$ cat config.mk
export PLATFORM = sky130hd
export DESIGN_NAME = htsc_ram
export DESIGN_NICKNAME = d
export VERILOG_FILES = /design/src/rtl/core/htsc_ram.sv
export SDC_FILE = /design/constraint.sdc
export NUM_CORES = 1
export LEC_CHECK = 0
export ABC_AREA = 0
export BUFFER_PORTS_ARGS = -buffer_cell sky130_fd_sc_hd__buf_4
export CORE_MARGIN = 2
export CORE_UTILIZATION = 55
export DETAILED_ROUTE_END_ITERATION = 12
export PLACE_DENSITY = 0.7
export SETUP_SLACK_MARGIN = 0.02
export SYNTH_ARGS = -nofsm -noshare
export SYNTH_HDL_FRONTEND = slang
export SYNTH_SLANG_ARGS = --single-unit
$ cat constraint.sdc
create_clock -name aclk -period 5.05 [get_ports aclk]
set_clock_uncertainty 0.2 [all_clocks]
set_input_delay 0.2525 -clock aclk [delete_from_list [all_inputs] [get_ports aclk]]
set_output_delay 0.2525 -clock aclk [all_outputs]
set_load 0.01 [all_outputs]
$ cat src/rtl/core/htsc_ram.sv
// Generic single-port RAM with registered read data.
// Holds the channel tables; depends on nothing else.
`timescale 1ns / 1ps
`default_nettype none

module htsc_ram #(
    parameter int WIDTH = 8,
    parameter int DEPTH = 16
) (
    input  wire logic                                      aclk,
    input  wire logic                                      we,
    input  wire logic                                      re,
    input  wire logic [((DEPTH > 1) ? $clog2(DEPTH) : 1)-1:0] addr,
    input  wire logic [WIDTH-1:0]                          wdata,
    output logic      [WIDTH-1:0]                          rdata
);

    logic [WIDTH-1:0] mem_reg [DEPTH];
    logic [WIDTH-1:0] rdata_reg;

    // Write port and registered read; read data holds while re is low
    always_ff @(posedge aclk) begin
        if (we) begin
            mem_reg[addr] <= wdata;
        end
        if (re) begin
            rdata_reg <= mem_reg[addr];
        end
    end

    assign rdata = rdata_reg;

endmodule

`default_nettype wire

==> results.toml, run 1 <==
[drt]
firstDrtPassIters = 4
drt_iter0_markers = 139
totalWireLength_um = 9860
post_drt_wl_per_cell_um = 24.9
viasPerCell = 6.11
via_count = 2418
drcViolationCount = 0
drt.antenna.violating_nets = 0

[synth]
synth_xor_area_frac = 0
ys_seq_elements = 136
synthSimpleGateAreaFrac = 0.0316
syn-instance-count = 230
synth-seq-area-share = 0.793
synth_top_area_share = 0.793
synth_edf_count = 136
synth_compound_area_frac = 0.0233
synthMuxAreaShare = 0.140
synth_fa_ha_area_frac = 0
synth_most_common_cell = "edfxtp_1"
synth_top_family_by_area = "multiplexers"
synth_top_cell_by_area = "edfxtp_1"
syn_area_um2 = 5150
async_flop_share = 0
ys_warn_count = 0
synth_common_cells = "edfxtp_1, mux4_2, a22oi_1, nor2_1, nand2_1"
ys_types = 17
synth.area.top_cells = "edfxtp_1, mux4_2, a22oi_1"
syn_avg_cell_area_um2 = 22.4
synthFlopType = "edfxtp_1"
synth_nets = 245

[floorplanning]
die_x_um = 101
coreArea_um2 = 9150
fp-row-count = 35
start_util = 0.562
dieArea_um2 = 10100
ios = 23
fp.dieH_um = 101

[layout]
nets = 287
largest_register_ff_count = 128
drive_gt1_frac = 0.312
diodes = 0
layout.cells.non_filler = 396
area_growth_pct = 18.1
design_area_um2 = 6080
postLayoutCoreUtil = 0.664
nFillCells = 558

[cts]
cts.path.max_buffers = 2
htree_levels = 4
ctsRootBufferMaster = "clkbuf_8"
cts_buffers = 17
path_clk_slew_ns = 0.06
cts.sinks = 136
insertion_delay_ns = 0.51
cts_tree = "done"

[sta]
rsz0062_at_grt = "no"
fin_setup_tns_ns = 0
worst_pin_slew_ns = 0.873
hold_viol = 0
max_slew_margin = 0.413
min_period_over_period = 0.353
fmax_mhz = 560
fin_crit_ns = 1.78
setup_violations = 0
finalMaxSlewViolations = 0

[setup_path]
crit_fanout = 39
critPathLaunchType = "input port"
end_kind = "register"
reg2reg_depth = 3
cp_cell_sequence = "buf_4 -> nand2b_1 -> nor2_1"
crit_required_ns = 4.99
crit_type = "in2reg"
cp.arrival_ns = 1.72
slowest_delay_ns = 0.64
crit_slowest_cell = "nor2_1"

[placement]
placed_cell_area_um2 = 5410
gp_congestion = 0.772
dp_hpwl_um = 5540
dp_cells = 355
port_buffers = 22

[global_route]
antenna_found_initial = 0
grt_pass1_wl_um = 14800
grt_pass1_vias = 2461
gr-total-overflow = 0
grtUsageTotal = 0.214
grt_max_degree = 40

[power_and_ir_drop]
p_leak_nw = 1.97
ir_drop_mv = 0.232
powerDensity_nw_per_um2 = 423

[worst_hold_path]
min_path_cells = 3
hold_class = "in2reg"

[run]
max_cap_violations = 0

[outcome]
status = "complete, no violations"
## per-layer routing
metal / track usage / vias to the layer above / wire, µm
met5: 0 / - / 0
met4: 0.101 / 0 / 192
met3: 0.0576 / 13 / 516
met2: 0.301 / 90 / 4730
met1: 0.316 / 1260 / 4420
li1: - / 1055 / -
## path summary, 6_finish.rpt
kind | slack (ns) | endpoint | startpoint
setup / recovery | 3.27 | mem_reg[9][0] | addr[0]
hold / removal | 0.14 | mem_reg[12][4] | we
setup reg to reg | 3.34 | rdata[5] | mem_reg[11][5]
hold reg to reg | 0.58 | rdata[1] | mem_reg[1][1]
## where the power goes
group | switching, W | total (W) | leakage (nW) | internal (W)
logic | 0.0000721 | 0.000127 | 0.470 | 0.0000548
registers | 0.00000651 | 0.00128 | 1.24 | 0.00127
clock network | 0.000463 | 0.00117 | 0.261 | 0.000704
total | 0.000542 | 0.00257 | 1.97 | 0.00203
## placed cells by master (no fill, tap or decap)
| cell type | Yosys | routed |
|---|---|---|
| clkinv_1 | 0 | 1 |
| clkinv_2 | 0 | 1 |
| clkinv_4 | 0 | 3 |
| nand2_1 | 9 | 9 |
| clkinvlp_4 | 0 | 5 |
| nand2b_1 | 2 | 2 |
| bufinv_16 | 0 | 2 |
| dlygate4sd3_1 | 0 | 9 |
| nand3_1 | 1 | 1 |
| mux4_2 | 32 | 32 |
| buf_4 | 0 | 25 |
| clkbuf_16 | 0 | 16 |
| nor3_1 | 4 | 3 |
| a22oi_1 | 16 | 16 |
| inv_6 | 0 | 2 |
| nor2_1 | 13 | 13 |
| nor2b_1 | 2 | 2 |
| and2_1 | 1 | 1 |
| or3b_2 | 1 | 1 |
| clkbuf_8 | 0 | 1 |
| edfxtp_1 | 136 | 136 |
| nand3b_1 | 2 | 2 |
| nor3_2 | 0 | 1 |
| clkbuf_1 | 2 | 1 |
## kinds of logic (layout without fill, tap and decap cells)
family | after synthesis | in the layout
compound gates | 16 | 16
buf+inv | 11 | 66
flops | 136 | 136
simple gates | 35 | 35
mux | 32 | 32
## layout make-up
cell class / instances / area [µm²] / share of cell area
Sequential cell: 136 / 4080 / 0.672
Tap cell: 111 / 139 / 0.0229
Clock buffer: 18 / 418 / 0.0688
Multi-Input combinational cell: 83 / 1010 / 0.166
Timing Repair Buffer: 34 / 278 / 0.0457
Clock inverter: 14 / 150 / 0.0247
## metrics by stage
stage | setup WS [ns] | hold slack (ns) | total power [W]
floorplan | 3.10 | 0.151 | 0.00137
global placement | 2.55 | 0.338 | 0.00142
detailed placement | 2.51 | 0.349 | 0.00142
CTS | 3.02 | 0.119 | 0.00258
global route | 3.10 | 0.152 | 0.00264
finish | 3.27 | 0.140 | 0.00257
## repair_timing
action / in CTS / in global routing
hold buffers: 9 / 0
setup buffers: 0 / 0
gates resized for setup: 0 / 0
endpoints found under the hold margin: 136 / 0
## worst max-delay path: cells and delay by family
| kind | cells | cell delay [ns] |
|---|---|---|
| simple gates | 2 | 0.89 |
| buf+inv | 1 | 0.55 |
Note: power is estimated with default switching activity, not from simulation.
==> inputs of run 2 (changes only) <==
CORE_UTILIZATION = 54   (was 55)
PLACE_DENSITY = 0.72   (was 0.7)
clock period = 1.6 ns   (was 5.05 ns; I/O delays follow)
==> results.toml, run 2 (synthesized netlist as in run 1, its figures left out) <==
[outcome]
status = "finished with violations"
violations = "setup timing"

[cts]
htree_levels = 4
path_clk_slew_ns = 0.06
cts_tree = "done"
insertion_delay_ns = 0.52
cts.sinks = 136
ctsRootBufferMaster = "clkbuf_8"
cts_buffers = 17
cts.path.max_buffers = 2
postCtsSetupBuffers = 0

[global_route]
antenna_found_initial = 0
grtUsageTotal = 0.223
grt_max_degree = 24
gr-total-overflow = 0
grt_pass1_vias = 2770
grt_pass1_wl_um = 15800

[layout]
largest_register_ff_count = 128
area_growth_pct = 26.2
layout.cells.non_filler = 453
postLayoutCoreUtil = 0.703
design_area_um2 = 6490
diodes = 0
nFillCells = 542
final_common_cell = "edfxtp_1"
drive_gt1_frac = 0.432
nets = 326
final_cell_mix = "edfxtp_1, buf_4, mux4_2"

[power_and_ir_drop]
swShare = 0.207
combPwrFrac = 0.055
powerDensity_nw_per_um2 = 1280
p_sw_w = 0.00173
seqPwrFrac = 0.484
p_int_w = 0.00661
p_clk_frac = 0.461
p_leak_nw = 2.21
ir_drop_mv = 0.599

[setup_path]
cp_cell_sequence = "mux4_2 -> a22oi_2 -> nand2_1"
reg2reg_depth = 3
crit_slowest_cell = "mux4_2"
crit_required_ns = 1.66
slowest_delay_ns = 0.51
crit-reg2reg-launch = "mem_reg[6][5]"
rrSetupSlack_ns = -0.07
crit_fanout = 1
r2r-end = "rdata[5]"
crit_type = "reg2reg"
cp.arrival_ns = 1.73
critPathLaunchType = "register"
end_kind = "register"

[sta]
fin_crit_ns = 1.67
setup_violations = 4
hold_viol = 0
min_period_over_period = 1.04
rsz0062_at_grt = "yes"
worst_pin_slew_ns = 0.819
max_slew_margin = 0.453
holdWs_ns = 0.0486
finalMaxSlewViolations = 0
fmax_mhz = 598
finalWorstSetupSlack_ns = -0.0711

[placement]
dp_cells = 413
port_buffers = 22
dp_hpwl_um = 6570
gp_congestion = 0.792
placed_cell_area_um2 = 5790

[worst_hold_path]
hold_end = "mem_reg[1][1]"
hold_class = "in2reg"
holdCritStartpoint = "addr[3]"
min_path_cells = 4

[drt]
drt.antenna.violating_nets = 0
post_drt_wl_per_cell_um = 22.8
drt_iter0_markers = 192
viasPerCell = 5.71
via_count = 2585
firstDrtPassIters = 4
totalWireLength_um = 10300
drcViolationCount = 0

[floorplanning]
dieArea_um2 = 10300
fp.dieH_um = 102
fp-row-count = 35
die_x_um = 102
start_util = 0.557
ios = 23
coreArea_um2 = 9240

[run]
max_cap_violations = 0
-- run 2: cell count changes in the layout (fill, tap and decap cells not counted), sizes merged --
| cell | delta |
|---|---|
| clkbuf | -1 |
| clkinvlp | -2 |
| buf | +39 |
| inv | +1 |
| bufinv | +1 |
| clkinv | +1 |
-- run 2: worst max-delay path: cells and delay by family (launching register included) --
| kind | cells | cell delay (ns) |
|---|---|---|
| compound gates | 1 | 0.20 |
| simple gates | 1 | 0.10 |
| flops | 1 | 0.40 |
| mux | 1 | 0.51 |
-- run 2: cell type report --
type	count	area, µm²	share of cell area
clock buffers	17	414	0.0638
clock inverters	15	175	0.0270
multi-input cells	83	1050	0.162
repair buffers	73	608	0.0936
flip-flops and latches	136	4080	0.629
well taps	129	161	0.0249
-- run 2: routing by layer --
layer  wire (µm)  GRT usage  vias up
met4         228     0.0967        0
met2        5270      0.361      110
met3         690     0.0559       16
li1            -          -     1133
met1        4130      0.290     1326
met5           0          0        -
-- run 2: metrics by stage --
step | total power, W | setup TNS, ns | worst slack [ns]
2_1_floorplan | 0.00432 | -8.86 | -0.118
3_3_place_gp | 0.00453 | -2.59 | -0.124
3_5_place_dp | 0.00455 | -2.27 | -0.131
4_1_cts | 0.00840 | -0.0956 | -0.0451
5_1_grt | 0.00857 | -0.456 | -0.133
6_report | 0.00834 | -0.137 | -0.0711
-- run 2: how the worst max path moves through the flow --
stage,start,to,depth (start not counted)
after CTS,mem_reg[7][5],rdata[5],3
final,mem_reg[6][5],rdata[5],3
after global placement,addr[0],rdata[0],5
after floorplan,addr[1],mem_reg[12][0],3
after global routing,mem_reg[6][5],rdata[5],3
after detailed placement,addr[0],rdata[5],5
-- run 2: power by group through the flow --
stage	clock (W)	combinational, W	sequential, W
after floorplan	0	0.000209	0.00411
after global placement	0	0.000425	0.00411
after global routing	0.00403	0.000496	0.00404
after detailed placement	0	0.000434	0.00411
final	0.00384	0.000459	0.00404
after CTS	0.00389	0.000464	0.00404
-- run 2: repair_timing --
action,CTS,global route
setup endpoints to repair,8,8
hold buffers,9,0
gates resized for setup,6,0
cloned,0,0
hold endpoints to repair,136,0
pin swaps,6,1
