$ cat src/rtl/core/htsc_pkg.sv
// Shared constants, types and codes of the hit time slewing correction core.
// Used by the core module and htsc_horner; depends on nothing else.
`timescale 1ns / 1ps
`default_nettype none

package htsc_pkg;

    // Table sizes
    localparam int NUM_CHANNELS = 4096;
    localparam int SLEW_TERMS   = 6;

    // Field widths
    localparam int CH_W      = 12;
    localparam int SEL_W     = 3;
    localparam int LOAD_W    = 48;
    localparam int RAW_W     = 35;
    localparam int TOT_W     = 22;
    localparam int DELAY_W   = 11;
    localparam int OUT_W     = 36;
    localparam int BW_W      = 16;
    localparam int WIN_W     = 28;
    localparam int ACC_W     = 48;
    localparam int CFG_IDX_W = 3;
    localparam int CFG_W     = 32;

    // Window in 1/16 ns to 1/16 ps
    localparam int WINDOW_SCALE = 1000;
    localparam int WINSC_W      = WIN_W + 10;

    // Memory addressing
    localparam int WIN_AW     = (NUM_CHANNELS > 1) ? $clog2(NUM_CHANNELS) : 1;
    localparam int COEF_DEPTH = NUM_CHANNELS * SLEW_TERMS;
    localparam int COEF_AW    = (COEF_DEPTH > 1) ? $clog2(COEF_DEPTH) : 1;
    localparam int KW         = (SLEW_TERMS > 1) ? $clog2(SLEW_TERMS) : 1;
    localparam int K_TOP      = (SLEW_TERMS > 1) ? SLEW_TERMS - 2 : 0;

    // Horner datapath widths
    localparam int HALF_W    = ACC_W / 2;
    localparam int PP_W      = HALF_W + TOT_W;
    localparam int PROD_W    = ACC_W + TOT_W;
    localparam int RND_SHIFT = 16;
    localparam int TERM_W    = PROD_W - RND_SHIFT + 1;
    localparam int ADD_W     = TERM_W + 1;
    localparam int OUT_SHIFT = 20;
    localparam int POUT_W    = ACC_W - OUT_SHIFT + 2;

    // Final time sum widths
    localparam int DBW_W = DELAY_W + BW_W;
    localparam int SUM_W = 42;

    // Opcodes and word selects
    localparam logic             OP_CALIBRATE = 1'b0;
    localparam logic             OP_LOAD      = 1'b1;
    localparam logic [SEL_W-1:0] SEL_WINDOW   = '0;

    // Register reset values
    localparam logic [BW_W-1:0]  BUNCH_WIDTH_RST = 16'd390;
    localparam logic [TOT_W-1:0] TOT_MIN_RST     = '0;
    localparam logic [TOT_W-1:0] TOT_MAX_RST     = '1;

    // Configuration register indexes
    typedef enum logic [CFG_IDX_W-1:0] {
        CFG_CTP_LATENCY = 3'd0,
        CFG_TIME_ZERO   = 3'd1,
        CFG_BUNCH_WIDTH = 3'd2,
        CFG_TOT_MIN     = 3'd3,
        CFG_TOT_MAX     = 3'd4
    } cfg_reg_t;

    // Sequencer states
    typedef enum logic [3:0] {
        S_IDLE,
        S_TOP,
        S_MAG,
        S_MUL_LO,
        S_MUL_HI,
        S_RND,
        S_ADD,
        S_OMAG,
        S_ORND,
        S_SUM
    } state_t;

    // Datapath step strobes from the sequencer
    typedef struct packed {
        logic load_top;
        logic mag;
        logic mul_lo;
        logic mul_hi;
        logic rnd;
        logic add;
        logic out_rnd;
    } dp_ctrl_t;

endpackage

`default_nettype wire

$ cat src/rtl/core/htsc_horner.sv
// Shared multiplier datapath: Horner steps of the slewing polynomial and the
// final rounding to output units. Depends on htsc_pkg.
`timescale 1ns / 1ps
`default_nettype none

module htsc_horner import htsc_pkg::*; (
    input  wire logic                     aclk,
    input  wire dp_ctrl_t                 ctrl,
    input  wire logic                     coef_valid,
    input  wire logic signed [ACC_W-1:0]  coef,
    input  wire logic        [TOT_W-1:0]  tot,
    output logic signed      [POUT_W-1:0] pout
);

    logic signed [ACC_W-1:0]  acc_reg;
    logic signed [ACC_W-1:0]  acc_next;
    logic                     neg_reg;
    logic        [ACC_W-1:0]  mag_reg;
    logic        [PROD_W-1:0] prod_reg;
    logic        [PROD_W-1:0] prod_next;
    logic signed [TERM_W-1:0] term_reg;
    logic signed [TERM_W-1:0] term_next;
    logic signed [POUT_W-1:0] pout_reg;
    logic signed [POUT_W-1:0] pout_next;

    logic signed [ACC_W-1:0]  coef_eff;
    logic        [HALF_W-1:0] mul_a;
    logic        [PP_W-1:0]   pp;
    logic        [PROD_W-1:0] rnd_sum;
    logic        [PROD_W-1:0] rnd_mag;
    logic signed [TERM_W-1:0] term_pos;
    logic signed [ADD_W-1:0]  add_sum;
    logic        [ACC_W:0]    out_sum;
    logic        [ACC_W:0]    out_mag;
    logic signed [POUT_W-1:0] out_pos;

    // Unknown channels read as all-zero coefficients
    assign coef_eff = coef_valid ? coef : '0;

    // One multiplier, half of the magnitude per cycle
    assign mul_a = ctrl.mul_hi ? mag_reg[ACC_W-1:HALF_W] : mag_reg[HALF_W-1:0];
    assign pp    = PP_W'(mul_a) * PP_W'(tot);

    always_comb begin
        if (ctrl.mul_hi) begin
            prod_next = prod_reg + (PROD_W'(pp) << HALF_W);
        end else begin
            prod_next = PROD_W'(pp);
        end
    end

    // Round magnitude by 2^16, ties away from zero, then restore sign
    assign rnd_sum  = prod_reg + (PROD_W'(1) << (RND_SHIFT - 1));
    assign rnd_mag  = rnd_sum >> RND_SHIFT;
    assign term_pos = $signed({1'b0, rnd_mag[TERM_W-2:0]});
    assign term_next = neg_reg ? -term_pos : term_pos;

    // Add coefficient and clamp to the accumulator range
    assign add_sum = ADD_W'(term_reg) + ADD_W'(coef_eff);
    always_comb begin
        if ((&add_sum[ADD_W-1:ACC_W-1]) || !(|add_sum[ADD_W-1:ACC_W-1])) begin
            acc_next = add_sum[ACC_W-1:0];
        end else if (add_sum[ADD_W-1]) begin
            acc_next = {1'b1, {(ACC_W-1){1'b0}}};
        end else begin
            acc_next = {1'b0, {(ACC_W-1){1'b1}}};
        end
    end

    // Round polynomial by 2^20 to output units, ties away from zero
    assign out_sum   = {1'b0, mag_reg} + ((ACC_W + 1)'(1) << (OUT_SHIFT - 1));
    assign out_mag   = out_sum >> OUT_SHIFT;
    assign out_pos   = $signed({1'b0, out_mag[POUT_W-2:0]});
    assign pout_next = neg_reg ? -out_pos : out_pos;

    // Step registers, each advanced by its own strobe
    always_ff @(posedge aclk) begin
        if (ctrl.load_top) begin
            acc_reg <= coef_eff;
        end else if (ctrl.add) begin
            acc_reg <= acc_next;
        end
        if (ctrl.mag) begin
            neg_reg <= acc_reg[ACC_W-1];
            mag_reg <= acc_reg[ACC_W-1] ? ACC_W'(-acc_reg) : ACC_W'(acc_reg);
        end
        if (ctrl.mul_lo || ctrl.mul_hi) begin
            prod_reg <= prod_next;
        end
        if (ctrl.rnd) begin
            term_reg <= term_next;
        end
        if (ctrl.out_rnd) begin
            pout_reg <= pout_next;
        end
    end

    assign pout = pout_reg;

endmodule

`default_nettype wire
$ cat config.mk
export PLATFORM = sky130hd
export DESIGN_NAME = htsc_horner
export DESIGN_NICKNAME = d
export VERILOG_FILES = /design/src/rtl/core/htsc_pkg.sv /design/src/rtl/core/htsc_horner.sv
export SDC_FILE = /design/constraint.sdc
export NUM_CORES = 2
export LEC_CHECK = 0
export BUFFER_PORTS_ARGS = -buffer_cell sky130_fd_sc_hd__buf_2
export CORE_ASPECT_RATIO = 0.7
export CORE_MARGIN = 2
export CORE_UTILIZATION = 38
export CTS_BUF_LIST = sky130_fd_sc_hd__clkbuf_8
export DETAILED_ROUTE_END_ITERATION = 12
export PLACE_DENSITY_LB_ADDON = 0.3
export SLEW_MARGIN = 0
export SYNTH_ARGS = -nofsm -noshare
export SYNTH_HDL_FRONTEND = slang
export SYNTH_SLANG_ARGS = --single-unit
$ cat constraint.sdc
create_clock -name aclk -period 12.7 [get_ports aclk]
set_input_delay 2.54 -clock aclk [delete_from_list [all_inputs] [get_ports aclk]]
set_output_delay 2.54 -clock aclk [all_outputs]
set_load 0.03 [all_outputs]
==> results.tsv <==
stage	metric	value	unit
floorplanning	num_io_pins	109	
sta	skew	0.0584	ns
min_path	hold_end	mag_reg[0]	
logic_synthesis	yosys.area.top_type	fa_1	
worst_setup_path	crit_family	adder cells	
logic_synthesis	ys_warn_count	0	
global_routing	grt_use_total	21.8	%
cts	cts_tree	built	
worst_setup_path	path_class	input port to flip-flop	
worst_setup_path	crit_fanout	25	
final_layout	nFillCells	9936	
sta	period_needed	12.04	ns
drt	first_iter_violations	2804	
place	port_buffers	108	
min_path	min_path_type	flip-flop to flip-flop	
logic_synthesis	syn_area	0.0381	mm^2
global_routing	grt-ovfl-total	0	
floorplanning	coreArea	0.0996	mm^2
logic_synthesis	ys_async_sr_fraction	0	%
final_layout	nets	5039	
place	dp_hpwl	90300	um
sta	setup_tns	0	ns
sta	worstMarginPinSlew	1.20	ns
worst_setup_path	path_buf_inv	5	
logic_synthesis	synthesis.nets	5079	
floorplanning	dieArea	0.103	mm^2
floorplanning	rows	97	
place	pre_cts_slack	0.218	ns
cts	clock_sinks	237	
worst_setup_path	r2r_slack	2.41	ns
final_layout	area_growth	6.02	%
worst_setup_path	cpMostUsedCell	fa_1	
logic_synthesis	synth_area_leaders	fa_1 23%, edfxtp_1 19%, ha_1 8.8%	
final_layout	multi_input_area	0.0281	mm^2
global_routing	grt_max_degree	79	
cts	htreeDepth	2	
logic_synthesis	synth_most_common_cell	nand2_1	
cts	cts_buffer_depth	3	
sta	finalCritPeriodShare	94.8	%
cts	path_clk_slew	0.07	ns
cts	clkLatencyLatePin	0.60	ns
sta	holdWs	0.595	ns
logic_synthesis	synthTopCellsByCount	536 x nand2_1, 530 x inv_1, 439 x fa_1	
floorplanning	dieHeight	269	um
worst_setup_path	worstReg2RegEnd	prod_reg[69]	
logic_synthesis	synth_top_cell_area_share	23.1	%
drt	routed_wirelength	111000	um
logic_synthesis	synth_edf_count	237	
global_routing	grt_pass1_wl	175000	um
place	globalplace.congestion	0.969	
logic_synthesis	synth_cell_types	94	
worst_setup_path	crit_required	13.05	ns
floorplanning	start_util	38.2	%
final_layout	seq_area	0.00712	mm^2
worst_setup_path	crit_arrival	12.39	ns
worst_setup_path	critPathMaxStageDelay	0.61	ns
min_path	worstHoldPathCells	0	
drt	post-route-drc-count	0	
final_layout	final_cells	5618	
flow_run	maxCapViolCount	0	
sta	timing.final.hold_violations	0	
worst_setup_path	cp-start-kind	input port	
global_routing	antenna_found_initial	6	
drt	num_vias	30700	
logic_synthesis	synth-seq-cells	237	
worst_setup_path	cp_slowest_cell	a2111oi_0	
worst_setup_path	r2r_cells	32	
sta	rsz0062_at_grt	false	
place	placed_cells	5548	
floorplanning	die_w	382	um
logic_synthesis	synthFlopType	edfxtp_1	
min_path	hp-start	acc_reg[0]	
logic_synthesis	synth_cells	4294	
cts	cts_resized	0	
sta	final_max_slew_viol_count	0	
sta	setup-violations-final	0	
drt	routed_via_density	5.46	
sta	max_slew_margin	19.1	%
cts	cts_hold_buf	0	
drt	postRouteAntennaNets	0	
global_routing	grt_pass1_vias	29500	
sta	worst_slack	0.662	ns
worst_setup_path	crit_path_start	ctrl[3]	
cts	numCtsBuffers	40	
sta	fmax	83.1	MHz
drt	wl_per_cell	19.8	um
cts	cts_root_buf	clkbuf_8	
worst_setup_path	worst_setup_path_end_kind	flip-flop	
cts	post_cts_buffers	0	
drt	drtPass1Iterations	5	
logic_synthesis	avgSynthCellArea	8.87	um^2
run_status	status	finished clean	
final_layout	drive_gt1_share	6.75	%
logic_synthesis	synth-seq-area-share	18.7	%
worst_setup_path	r2r_start	mag_reg[31]	
## how the worst max path moves through the flow
stage | cells after the start | end
after floorplan | 39 | prod_reg[68]
after global placement | 33 | prod_reg[69]
after detailed placement | 33 | prod_reg[69]
after CTS | 33 | prod_reg[69]
after global routing | 35 | prod_reg[69]
final | 33 | prod_reg[69]
## cell families after synthesis
family,after synthesis,synth area share [%]
AND/OR/NAND/NOR,1466,19.6
buffers and inverters,757,7.71
XOR/XNOR,354,8.18
adder cells (fa/ha/maj),706,31.8
flip-flops,237,18.7
AO/OA/AOI/OAI,722,12.4
multiplexers,52,1.50
## worst reg2reg max path, delay by kind of cell (launching register included)
family | cells | cell delay (ns)
DFF | 1 | 0.56
buffers and inverters | 4 | 0.24
muxes | 1 | 0.52
xor gates and xnor gates | 2 | 0.57
AOI/OAI and AO/OA | 9 | 2.71
adders and majority gates | 9 | 4.29
and+or+nand+nor | 7 | 1.17
## layer usage
layer / GRT usage, % / part of all wire, % / up-vias
met2: 30.7 / 41 / 1141
met5: 0 / 0.014 / -
met3: 5.98 / 9.8 / 97
li1: - / - / 14300
met1: 33.6 / 48 / 15100
met4: 3.25 / 1.3 / 2
## cell type report
class                      instances  area share [%]
sequential                       237            17.6
timing repair buffer             144            2.01
multi-input combinational       3300            69.5
tap                             1336            4.14
clock buffer                      40            1.36
antenna                            1         0.00620
clock inverter                    29           0.421
inverter                         531            4.94
## through the flow
| step | utilization, % | cell area [um^2] |
|---|---|---|
| 2_1_floorplan | - | 38100 |
| 3_3_place_gp | 39.8 | 39700 |
| 3_5_place_dp | 39.8 | 39700 |
| 4_1_cts | 40.5 | 40400 |
| 5_1_grt | 40.5 | 40400 |
| 6_report | 40.5 | 40400 |
## placed cells by master, fill, tap and decap left out, drive strengths merged, types with 40 or more instances in the layout
master / Yosys / routed
nor3: 69 / 69
ha: 267 / 267
xor2: 111 / 111
a21oi: 168 / 168
fa: 439 / 439
clkbuf: 211 / 40
a21o: 84 / 84
inv: 530 / 541
nand3: 91 / 91
and2: 302 / 302
edfxtp: 237 / 237
a31oi: 49 / 49
nand2b: 53 / 53
mux2: 42 / 42
xnor2: 242 / 242
buf: 14 / 144
o21ai: 151 / 151
nor2: 138 / 138
nand4: 59 / 59
nand2: 536 / 536
and3: 46 / 46
Power is left out: the tool's default activity adds up to more than one toggle a clock period on the data nets, which glitch-free logic cannot reach.
